**src/rtl/core/ujesc_pkg.sv**
```systemverilog
// Package for the UTF-8 to JSON string escaper: character codes, run sizes
// and the hex digit lookup. No dependencies.
package ujesc_pkg;

  localparam int unsigned RunMax  = 13;  // surrogate pair escape + close quote
  localparam int unsigned BodyMax = 12;  // two backslash-u escapes
  localparam int unsigned RunLenW = $clog2(RunMax + 1);

  typedef logic [6:0] char_t;

  localparam char_t CH_QUOTE  = 7'h22;
  localparam char_t CH_BSLASH = 7'h5c;
  localparam char_t CH_LC_B   = 7'h62;
  localparam char_t CH_LC_F   = 7'h66;
  localparam char_t CH_LC_N   = 7'h6e;
  localparam char_t CH_LC_R   = 7'h72;
  localparam char_t CH_LC_T   = 7'h74;
  localparam char_t CH_LC_U   = 7'h75;
  localparam char_t CH_NUL    = 7'h00;
  localparam char_t CH_DEL    = 7'h7f;

  localparam logic [7:0] BYTE_BS  = 8'h08;
  localparam logic [7:0] BYTE_TAB = 8'h09;
  localparam logic [7:0] BYTE_LF  = 8'h0a;
  localparam logic [7:0] BYTE_FF  = 8'h0c;
  localparam logic [7:0] BYTE_CR  = 8'h0d;

  localparam logic [15:0] SURR_HI_BASE = 16'hd800;
  localparam logic [20:0] SUPP_BASE    = 21'h10000;

  // Lowercase hex digit for one nibble.
  function automatic char_t hex_char(input logic [3:0] nib);
    char_t c;
    if (nib < 4'd10) begin
      c = 7'h30 + {3'b000, nib};
    end else begin
      c = 7'h57 + {3'b000, nib};
    end
    return c;
  endfunction

endpackage

```
**src/rtl/core/utf8_to_json_string_escaper_top.sv**
```systemverilog
// UTF-8 to JSON string escaper, top level.
// Depends on ujesc_pkg (character codes, hex lookup).
//
// Usage:
//   Input channel (in_valid_i / in_ready_o) carries one beat per raw byte of
//   a UTF-8 string, with first/last/empty string marks. Output channel
//   (out_valid_o / out_ready_i) carries one ASCII character of the quoted
//   JSON literal per beat; run_last_o marks the final beat caused by an
//   input byte, utf8_error_o a single error beat (character 0) that aborts
//   the string. The rest of an aborted string produces no beats.
//   Path: an accepted byte's characters are registered in the run buffer,
//   then move one at a time into the output register.
//   Throughput: a byte holds the run buffer until all of its characters have
//   moved on, so plain ASCII streams at one byte per cycle while the
//   receiver does not stall; escapes emit more characters (short form, \uXXXX,
//   surrogate pair), plus one per quote; bytes with no characters add none.
//   The next byte is accepted in the cycle the last character of the
//   current run moves into the output register, so the decoder never idles
//   behind a full output register with an empty run buffer.
//   Reset clears the decoder state, the run buffer length and the output valid.
//   When the receiver stalls, the output register holds its beat, the run
//   buffer holds, and in_ready_o drops once the buffer cannot drain.
module utf8_to_json_string_escaper_top
  import ujesc_pkg::*;
(
  input  logic       clk_i,
  input  logic       rst_ni,
  input  logic       in_valid_i,
  output logic       in_ready_o,
  input  logic [7:0] text_byte_i,
  input  logic       first_of_string_i,
  input  logic       last_of_string_i,
  input  logic       empty_string_i,
  output logic       out_valid_o,
  input  logic       out_ready_i,
  output logic [6:0] out_char_o,
  output logic       run_last_o,
  output logic       utf8_error_o
);

  // Decoder state
  logic [20:0] acc_q, acc_d;
  logic [1:0]  rem_q, rem_d;
  logic        in_str_q, in_str_d;
  logic        skip_q, skip_d;

  // Run buffer: characters still to send for the current byte, head at 0
  char_t               run_chars_q [RunMax];
  char_t               run_chars_d [RunMax];
  logic [RunLenW-1:0]  run_len_q, run_len_d;
  logic                run_err_q, run_err_d;

  // Output register
  logic       out_valid_q;
  char_t      out_char_q;
  logic       out_last_q;
  logic       out_err_q;

  logic in_accept;
  logic out_load;

  assign out_load   = (run_len_q != '0) && (!out_valid_q || out_ready_i);
  assign in_ready_o = (run_len_q == '0) ||
                      ((run_len_q == RunLenW'(1)) && out_load);
  assign in_accept  = in_valid_i && in_ready_o;

  // ---------------------------------------------------------------------
  // Decode one byte into a run of characters and the next decoder state.
  // ---------------------------------------------------------------------
  logic        restart;
  logic        eff_skip;
  logic [1:0]  eff_rem;
  logic [20:0] eff_acc;
  logic [20:0] acc_shift;
  logic [1:0]  rem_dec;
  logic [20:0] supp;
  logic [15:0] u_hi, u_lo;
  logic        open_q_c, close_q_c, err_c, empty_c;
  char_t       body [BodyMax];
  logic [3:0]  body_len;
  logic [1:0]  lead_cnt;
  char_t       new_chars [RunMax];
  logic [RunLenW-1:0] new_len;
  logic [3:0]  j;

  assign restart   = first_of_string_i || !in_str_q;
  assign eff_skip  = restart ? 1'b0  : skip_q;
  assign eff_rem   = restart ? 2'b00 : rem_q;
  assign eff_acc   = restart ? '0    : acc_q;
  assign acc_shift = {eff_acc[14:0], text_byte_i[5:0]};
  assign rem_dec   = eff_rem - 2'd1;
  assign supp      = acc_shift - SUPP_BASE;

  always_comb begin
    acc_d     = acc_q;
    rem_d     = rem_q;
    in_str_d  = in_str_q;
    skip_d    = skip_q;
    open_q_c  = 1'b0;
    close_q_c = 1'b0;
    err_c     = 1'b0;
    empty_c   = 1'b0;
    body_len  = 4'd0;
    lead_cnt  = 2'd0;
    u_hi      = {8'h00, text_byte_i};
    u_lo      = '0;
    for (int i = 0; i < BodyMax; i++) begin
      body[i] = CH_NUL;
    end

    if (empty_string_i) begin
      empty_c  = 1'b1;
      acc_d    = '0;
      rem_d    = '0;
      in_str_d = 1'b0;
      skip_d   = 1'b0;
    end else begin
      if (restart) begin
        open_q_c = 1'b1;
        acc_d    = '0;
        rem_d    = '0;
        skip_d   = 1'b0;
        in_str_d = 1'b1;
      end

      if (eff_skip) begin
        // Drop bytes of an aborted string until its end
        if (last_of_string_i) begin
          in_str_d = 1'b0;
          skip_d   = 1'b0;
        end
      end else if (eff_rem == 2'd0) begin
        if (!text_byte_i[7]) begin
          body[0]  = CH_BSLASH;
          body_len = 4'd2;
          priority if (text_byte_i[6:0] == CH_QUOTE || text_byte_i[6:0] == CH_BSLASH) begin
            body[1] = text_byte_i[6:0];
          end else if (text_byte_i == BYTE_BS) begin
            body[1] = CH_LC_B;
          end else if (text_byte_i == BYTE_FF) begin
            body[1] = CH_LC_F;
          end else if (text_byte_i == BYTE_LF) begin
            body[1] = CH_LC_N;
          end else if (text_byte_i == BYTE_CR) begin
            body[1] = CH_LC_R;
          end else if (text_byte_i == BYTE_TAB) begin
            body[1] = CH_LC_T;
          end else if (text_byte_i[6:5] == 2'b00 || text_byte_i[6:0] == CH_DEL) begin
            body[1]  = CH_LC_U;
            body[2]  = hex_char(u_hi[15:12]);
            body[3]  = hex_char(u_hi[11:8]);
            body[4]  = hex_char(u_hi[7:4]);
            body[5]  = hex_char(u_hi[3:0]);
            body_len = 4'd6;
          end else begin
            body[0]  = text_byte_i[6:0];
            body_len = 4'd1;
          end
        end else begin
          priority if (text_byte_i[7:5] == 3'b110) begin
            lead_cnt = 2'd1;
            acc_d    = {16'h0000, text_byte_i[4:0]};
          end else if (text_byte_i[7:4] == 4'b1110) begin
            lead_cnt = 2'd2;
            acc_d    = {17'h00000, text_byte_i[3:0]};
          end else if (text_byte_i[7:3] == 5'b11110) begin
            lead_cnt = 2'd3;
            acc_d    = {18'h00000, text_byte_i[2:0]};
          end else begin
            lead_cnt = 2'd0;
          end
          if (lead_cnt == 2'd0 || last_of_string_i) begin
            err_c = 1'b1;
          end else begin
            rem_d = lead_cnt;
          end
        end
      end else begin
        if (text_byte_i[7:6] != 2'b10) begin
          err_c = 1'b1;
        end else begin
          acc_d = acc_shift;
          rem_d = rem_dec;
          if (rem_dec == 2'd0) begin
            acc_d   = '0;
            body[0] = CH_BSLASH;
            body[1] = CH_LC_U;
            if (acc_shift[20:16] == 5'd0) begin
              u_hi     = acc_shift[15:0];
              body_len = 4'd6;
            end else begin
              u_hi      = SURR_HI_BASE + {5'd0, supp[20:10]};
              u_lo      = {6'b110111, supp[9:0]};
              body[6]   = CH_BSLASH;
              body[7]   = CH_LC_U;
              body[8]   = hex_char(u_lo[15:12]);
              body[9]   = hex_char(u_lo[11:8]);
              body[10]  = hex_char(u_lo[7:4]);
              body[11]  = hex_char(u_lo[3:0]);
              body_len  = 4'd12;
            end
            body[2] = hex_char(u_hi[15:12]);
            body[3] = hex_char(u_hi[11:8]);
            body[4] = hex_char(u_hi[7:4]);
            body[5] = hex_char(u_hi[3:0]);
          end else if (last_of_string_i) begin
            err_c = 1'b1;
          end
        end
      end

      if (err_c) begin
        acc_d = '0;
        rem_d = '0;
        if (last_of_string_i) begin
          in_str_d = 1'b0;
          skip_d   = 1'b0;
        end else begin
          skip_d = 1'b1;
        end
      end else if (last_of_string_i && !eff_skip) begin
        close_q_c = 1'b1;
        acc_d     = '0;
        rem_d     = '0;
        in_str_d  = 1'b0;
        skip_d    = 1'b0;
      end
    end
  end

  // Run: [opening quote] body [closing quote]; NUL on error; two quotes if empty
  always_comb begin
    j = 4'd0;
    for (int i = 0; i < RunMax; i++) begin
      j = 4'(i) - {3'b000, open_q_c};
      if (empty_c || err_c) begin
        new_chars[i] = (err_c) ? CH_NUL : CH_QUOTE;
      end else if (open_q_c && i == 0) begin
        new_chars[i] = CH_QUOTE;
      end else if (j < body_len) begin
        new_chars[i] = body[j];
      end else begin
        new_chars[i] = CH_QUOTE;
      end
    end
    if (empty_c) begin
      new_len = RunLenW'(2);
    end else if (err_c) begin
      new_len = RunLenW'(1);
    end else if (eff_skip) begin
      new_len = '0;
    end else begin
      new_len = RunLenW'(body_len) + RunLenW'(open_q_c) + RunLenW'(close_q_c);
    end
  end

  // Run buffer next value: load on accept, else shift toward the head on an output load
  always_comb begin
    run_len_d = run_len_q;
    run_err_d = run_err_q;
    for (int i = 0; i < RunMax; i++) begin
      run_chars_d[i] = run_chars_q[i];
    end
    if (in_accept) begin
      run_len_d = new_len;
      run_err_d = err_c;
      for (int i = 0; i < RunMax; i++) begin
        run_chars_d[i] = new_chars[i];
      end
    end else if (out_load) begin
      run_len_d = run_len_q - RunLenW'(1);
      for (int i = 0; i < RunMax - 1; i++) begin
        run_chars_d[i] = run_chars_q[i + 1];
      end
    end
  end

  // Control registers
  always_ff @(posedge clk_i or negedge rst_ni) begin
    if (!rst_ni) begin
      acc_q       <= '0;
      rem_q       <= '0;
      in_str_q    <= 1'b0;
      skip_q      <= 1'b0;
      run_len_q   <= '0;
      out_valid_q <= 1'b0;
    end else begin
      if (in_accept) begin
        acc_q    <= acc_d;
        rem_q    <= rem_d;
        in_str_q <= in_str_d;
        skip_q   <= skip_d;
      end
      run_len_q <= run_len_d;
      if (out_load) begin
        out_valid_q <= 1'b1;
      end else if (out_ready_i) begin
        out_valid_q <= 1'b0;
      end
    end
  end

  // Payload registers: run buffer contents and the output beat
  always_ff @(posedge clk_i) begin
    run_err_q <= run_err_d;
    for (int i = 0; i < RunMax; i++) begin
      run_chars_q[i] <= run_chars_d[i];
    end
    if (out_load) begin
      out_char_q <= run_chars_q[0];
      out_last_q <= (run_len_q == RunLenW'(1));
      out_err_q  <= run_err_q;
    end
  end

  assign out_valid_o  = out_valid_q;
  assign out_char_o   = out_char_q;
  assign run_last_o   = out_last_q;
  assign utf8_error_o = out_err_q;

  // ---------------------------------------------------------------------
  // Assertions
  // ---------------------------------------------------------------------
  a_err_beat_alone: assert property (@(posedge clk_i) disable iff (!rst_ni)
    out_valid_o && utf8_error_o |-> run_last_o && (out_char_o == CH_NUL))
    else $error("error beat is not a lone NUL run end");

  a_run_len_bound: assert property (@(posedge clk_i) disable iff (!rst_ni)
    run_len_q <= RunLenW'(RunMax))
    else $error("run buffer length out of range");

  a_backlog_drains: assert property (@(posedge clk_i) disable iff (!rst_ni)
    (run_len_q != '0) && !out_valid_q |=> out_valid_q)
    else $error("pending run did not reach the output register");

  a_mid_run_pending: assert property (@(posedge clk_i) disable iff (!rst_ni)
    out_valid_o && !run_last_o |-> (run_len_q != '0) && !in_accept ||
    (run_len_q != '0))
    else $error("run ended without its last beat");

endmodule

```
**config.mk**
```make
export PLATFORM = sky130hd
export DESIGN_NAME = utf8_to_json_string_escaper_top
export DESIGN_NICKNAME = d
export VERILOG_FILES = /design/src/rtl/core/ujesc_pkg.sv /design/src/rtl/core/utf8_to_json_string_escaper_top.sv
export SDC_FILE = /design/constraint.sdc
export NUM_CORES = 1
export LEC_CHECK = 0
export BUFFER_PORTS_ARGS = -buffer_cell sky130_fd_sc_hd__buf_2
export CORE_MARGIN = 2
export CORE_UTILIZATION = 48
export DETAILED_ROUTE_END_ITERATION = 10
export HOLD_SLACK_MARGIN = 0.08
export PLACE_DENSITY = 0.72
export SLEW_MARGIN = 20
export SYNTH_ARGS = -nofsm -noshare
export SYNTH_HDL_FRONTEND = slang
export SYNTH_SLANG_ARGS = --single-unit
```
**constraint.sdc**
```tcl
create_clock -name clk_i -period 4.4 [get_ports clk_i]
set_clock_uncertainty 0.15 [all_clocks]
set_input_delay 0.22 -clock clk_i [delete_from_list [all_inputs] [get_ports clk_i]]
set_output_delay 0.22 -clock clk_i [all_outputs]
set_load 0.05 [all_outputs]
```
Yosys cells after proc, flatten, opt, wreduce, memory -nomap -nowiden
Memories as Yosys holds them, arrays and structs flattened.
Cells that the tools add are included.
Storage, ports and cells
  register bits after elaboration: 40
  bits in writable memories: 91
  input bits: 15
  output and inout bits: 11
  word-level logic and storage cells: 319
  memories kept: 1
Memories
  run_chars_q: words 13, bits a word 7, read ports 13, clocked after memory_dff 0, write ports 13, RTL line utf8_to_json_string_escaper_top.sv:48  | char_t run_chars_q [RunMax];
Operators by class
  add/sub/neg operators: 36
  $lt $le $gt $ge: 34
  equality and inequality tests: 13
  mux-type cells: 189
  bitwise gates (word level): 13
  reductions and logical operators: 23
Operator list (count)
  $mux W7: 75
  $mux W84: 6
  $bmux W7 S4: 13
  $mux W21: 12
  $mux W28: 6
  $mux W42: 4
  $mux W16: 6
  $mux W4: 18
  $ge A5 B5 Y1 const B: 13
  $not A4 Y5: 13
  $add A7 B4 Y7 const A: 9
  $add A6 B4 Y7 const A: 8
  $lt A4 B4 Y1: 13
  $eq A8 B4 Y1 const B: 5
  $mux W35: 1
  $lt A4 B4 Y1 const B: 8
  $mux W2: 16
  $mux W1: 30
  $sub A21 B17 Y21 const B: 1
  $add A15 B12 Y16 const A: 1
  $sub A3 B1 Y4 const A: 4
  $sub A4 B1 Y4 const A: 4
  $eq A7 B7 Y1 const B: 2
  $add A4 B1 Y4: 2
  other kinds (21): 38

Longest topological paths before layout
  word-level depth: 25
  mapped depth: 16
  gate-level depth less buffers: 14

Worst setup path after synthesis
No wires, ideal clock.
  path type: flip-flop to flip-flop
  start point: register out_valid_q (netlist: out_valid_o)
  end point: register run_len_q[2]
  setup time: 0.084 ns
  arrival: 4.604 ns
  required time: 4.166 ns
  setup slack: -0.438 ns
  cell stages (with the launch flop): 8
  path buffers: 0
  clock period less this slack: 4.838 ns
  cell sequence: dfrtp_1 nand2b_1 a21oi_1 nor3_1 nand2_1 nand2_1 o21ai_0 a21oi_1
On the way
  word-level cells in the longest chain between the ends: 7
  elaborated cells between the ends (all ways): 8
  those cells by class: mux (1); reduce/logical (7)
Ends and longest elaborated chain
  start: declaration: RTL line utf8_to_json_string_escaper_top.sv:54  | logic out_valid_q;
  start signal: assignment: RTL line utf8_to_json_string_escaper_top.sv:286  | out_valid_q <= 1'b0;
  start signal: assignment: RTL line utf8_to_json_string_escaper_top.sv:296  | out_valid_q <= 1'b1;
  start signal: assignment: RTL line utf8_to_json_string_escaper_top.sv:298  | out_valid_q <= 1'b0;
  $logic_not A1 Y1 (*): RTL line utf8_to_json_string_escaper_top.sv:62  | assign out_load = (run_len_q != '0) && (!out_valid_q || out_ready_i);
  $logic_or A1 B1 Y1 (*): RTL line utf8_to_json_string_escaper_top.sv:62
  $logic_and A1 B1 Y1 (*): RTL line utf8_to_json_string_escaper_top.sv:62
  $logic_and A1 B1 Y1 (*): RTL line utf8_to_json_string_escaper_top.sv:64  | ((run_len_q == RunLenW'(1)) && out_load);
  $logic_or A1 B1 Y1 (*): RTL line utf8_to_json_string_escaper_top.sv:63  | assign in_ready_o = (run_len_q == '0) ||
  via in_ready_o: RTL line utf8_to_json_string_escaper_top.sv:29  | output logic in_ready_o,
  $logic_and A1 B1 Y1 (*): RTL line utf8_to_json_string_escaper_top.sv:65  | assign in_accept = in_valid_i && in_ready_o;
  $mux W4 or $reduce_bool A2 Y1 (tied branches)
  end signal: assignment: RTL line utf8_to_json_string_escaper_top.sv:294  | run_len_q <= run_len_d;
  end: declaration: RTL line utf8_to_json_string_escaper_top.sv:50  | logic [RunLenW-1:0] run_len_q, run_len_d;
The timed path passes the listed nets; every way through them passes the cells marked *.
A chain may end at the register's enable or synchronous reset.

==> results.sh <==
export IMPL_fillers=1426
export IMPL_status="finished clean"
export IMPL_post_drt_wl_per_cell_um=24.4
export IMPL_slew_headroom=0.335
export IMPL_crit_fanout=8
export IMPL_dp_cells=997
export IMPL_synth_ff_type="edfxtp_1"
export IMPL_critPathKind="input pin to register"
export IMPL_clock_fmax_ghz=0.239
export IMPL_drtAntennaViolNets=0
export IMPL_clk_pin_slew_ps=60
export IMPL_drcViolationCount=0
export IMPL_cts_tree="built"
export IMPL_die_h_um=130
export IMPL_async_flop_share=0.192
export IMPL_tns_ps=0
export IMPL_post_route_period_util=0.949
export IMPL_synthDistinctLibCells=88
export IMPL_end_kind="register"
export IMPL_cts_num_sinks=125
export IMPL_drt_initial_drc_count=839
export IMPL_hold_viol=0
export IMPL_final_cells=1034
export IMPL_clk_latency_ps=430
export IMPL_diodes=0
export IMPL_numPortBuffers=25
export IMPL_crit_path_start_kind="input pin"
export IMPL_synthTopCellsByArea="edfxtp_1 39%, dfrtp_1 7.8%, ha_1 5.1%"
export IMPL_num_io_pins=26
export IMPL_cts_buffers=17
export IMPL_nets=852
export IMPL_ys_warn_count=0
export IMPL_finalWirelength_um=25200
export IMPL_firstDrtPassIters=5
export IMPL_cts_resized=0
export IMPL_via_per_inst=6.54
export IMPL_layout_drive_gt1_share=0.148
export IMPL_dieArea_um2=17000
export IMPL_cts_root_buf="clkbuf_16"
export IMPL_start_util=0.486
export IMPL_ys_seq_elements=125
export IMPL_ir_drop_mv=0.418
export IMPL_post_route_min_period_ps=4180
export IMPL_grt_pass1_wl_um=38400
export IMPL_arrival_ps=4210
export IMPL_rows=46
export IMPL_rsz0062_at_grt="false"
export IMPL_synth_top_cell_by_area="edfxtp_1"
export IMPL_area_growth_pct=15.1
export IMPL_cts_hold_buf=5
export IMPL_antenna_found_initial=0
export IMPL_setup_viol=0
export IMPL_vias=6764
export IMPL_p_leak_nw=3.52
export IMPL_htree_levels=4
export IMPL_coreArea_um2=15800
export IMPL_dp_hpwl_um=18000
export IMPL_maxCapViolCount=0
export IMPL_grt_total_usage=0.308
export IMPL_postCtsSetupBuffers=0
export IMPL_die_w_um=130
export IMPL_worst_slack_ps=224
export IMPL_p_per_area_nw_per_um2=597
export IMPL_synth_top_area_frac=0.388
export IMPL_synth_edf_count=99
export IMPL_overflow=0
export IMPL_gp_congestion=1.04
export IMPL_syn_area_um2=7670
export IMPL_final_max_slew_violation_count=0
export IMPL_worst_pin_slew_ps=991
export IMPL_hold_class="input pin to async pin"
export IMPL_utilization=0.560
export IMPL_cts_max_path_buffers=2
export IMPL_grt_pass1_vias=6236
export IMPL_required_ps=4430
export IMPL_rrSetupSlack_ps=460
export IMPL_synth_avg_cell_area_um2=9.99
export IMPL_synth_cells=767
export IMPL_place_worst_setup_slack_ps=436
export IMPL_ys_seq_area_frac=0.471
export IMPL_grt_max_degree=86
[kinds of logic after synthesis]
| logic type | after synthesis | synth area share |
|---|---|---|
| flops | 125 | 0.471 |
| other cells | 1 | 0.000489 |
| xor+xnor | 18 | 0.0206 |
| compound gates | 250 | 0.232 |
| mux | 11 | 0.0153 |
| buf+inv | 70 | 0.0380 |
| fa+ha+maj | 32 | 0.0532 |
| simple gates | 260 | 0.169 |
[registers in the layout (all words and copies together) (netlist names)]
| register | flops |
|---|---|
| run_err_q | 1 |
| out_valid_o | 1 |
| acc_q | 15 |
| run_len_q | 4 |
| utf8_error_o | 1 |
| skip_q | 1 |
| in_str_q | 1 |
| rem_q | 2 |
| run_chars_q | 91 |
| run_last_o | 1 |
| out_char_o | 7 |
[synth_stat cells (all sizes together), types with 10 or more instances]
library cell and count:
nand2 93, edfxtp 99, a21o 15, inv 20, o21ai 54, dfrtp 24, nand2b 10, nand3 24
clkbuf 32, nor3 21, nor2b 12, o31ai 12, nor2 52, ha 31, buf 16, a22o 29
a21oi 51, a32o 13, a211oi 12, xor2 10
[layer usage]
layer  up-vias  share of wire  track usage
met2       353           0.46        0.475
li1       2982              -            -
met5         -              0            0
met4         0          0.023       0.0826
met1      3374           0.43        0.447
met3        55          0.082       0.0635
[where the power goes]
group	total, mW	switching (mW)	internal [mW]	leakage (nW)
Sequential	2.16	0.177	1.98	1.34
Combinational	1.60	1.12	0.484	1.89
Clock	1.51	0.562	0.945	0.291
[critical path, cell delays in order]
cell and delay, ps:
dlygate4sd3_1 520, buf_2 240, inv_1 150, ha_1 240, nor2b_1 170, o31ai_1 410
or4b_4 580, a21o_1 220, nand2_1 140, ha_1 290, nor2_1 190, o31ai_4 100
a21oi_1 320, nor3_2 120, a32o_1 270
[per-stage QoR]
step | power, mW | hold WS, ps | instance area, um^2
floorplan | 3.21 | -226 | 7680
finish | 5.27 | 168 | 8830
CTS | 5.25 | 181 | 8820
global placement | 3.72 | 71.6 | 8150
global route | 5.51 | 222 | 8830
detailed placement | 3.75 | 97.6 | 8150
[layout make-up]
type / instances / area, um^2 / area share
clock buffer: 17 / 425 / 0.0482
clock inverter: 15 / 194 / 0.0220
inverter: 22 / 82.6 / 0.00936
multi-input combinational: 576 / 3820 / 0.433
sequential: 125 / 3610 / 0.409
tap: 216 / 270 / 0.0306
timing repair buffer: 63 / 423 / 0.0479
[worst paths after layout]
| check | from | cells after the start | end |
|---|---|---|---|
| max in group asynchronous | rst_ni | 2 | run_len_q[3]$_DFFE_PN0P_ |
| worst max register to register | in_str_q$_DFFE_PN0P_ | 14 | run_chars_q[0][19]$_DFFE_PP_ |
| worst min register to register | run_err_q$_DFFE_PP_ | 0 | utf8_error_o$_DFFE_PP_ |
| worst min-delay path | rst_ni | 2 | acc_q[4]$_DFFE_PN0P_ |
| min in group clk_i | in_valid_i | 4 | in_str_q$_DFFE_PN0P_ |
| worst max-delay path | text_byte_i[0] | 15 | run_chars_q[0][0]$_DFFE_PP_ |
[placed cells by master, fill, tap and decap left out, types with 11 or more instances in the layout]
| master | Yosys | final |
|---|---|---|
| a211oi_1 | 12 | 12 |
| buf_4 | 1 | 33 |
| a22o_1 | 29 | 29 |
| nor2b_1 | 12 | 11 |
| a32o_1 | 13 | 13 |
| buf_2 | 8 | 25 |
| o21ai_0 | 48 | 48 |
| nor3_1 | 18 | 18 |
| edfxtp_1 | 99 | 99 |
| nand2_1 | 92 | 91 |
| clkbuf_16 | 0 | 17 |
| a21oi_1 | 51 | 51 |
| dfrtp_1 | 24 | 24 |
| nor2_1 | 52 | 51 |
| a21o_1 | 15 | 15 |
| inv_1 | 17 | 16 |
| ha_1 | 31 | 31 |
| nand3_1 | 24 | 24 |
(Power assumes the default switching activity.)
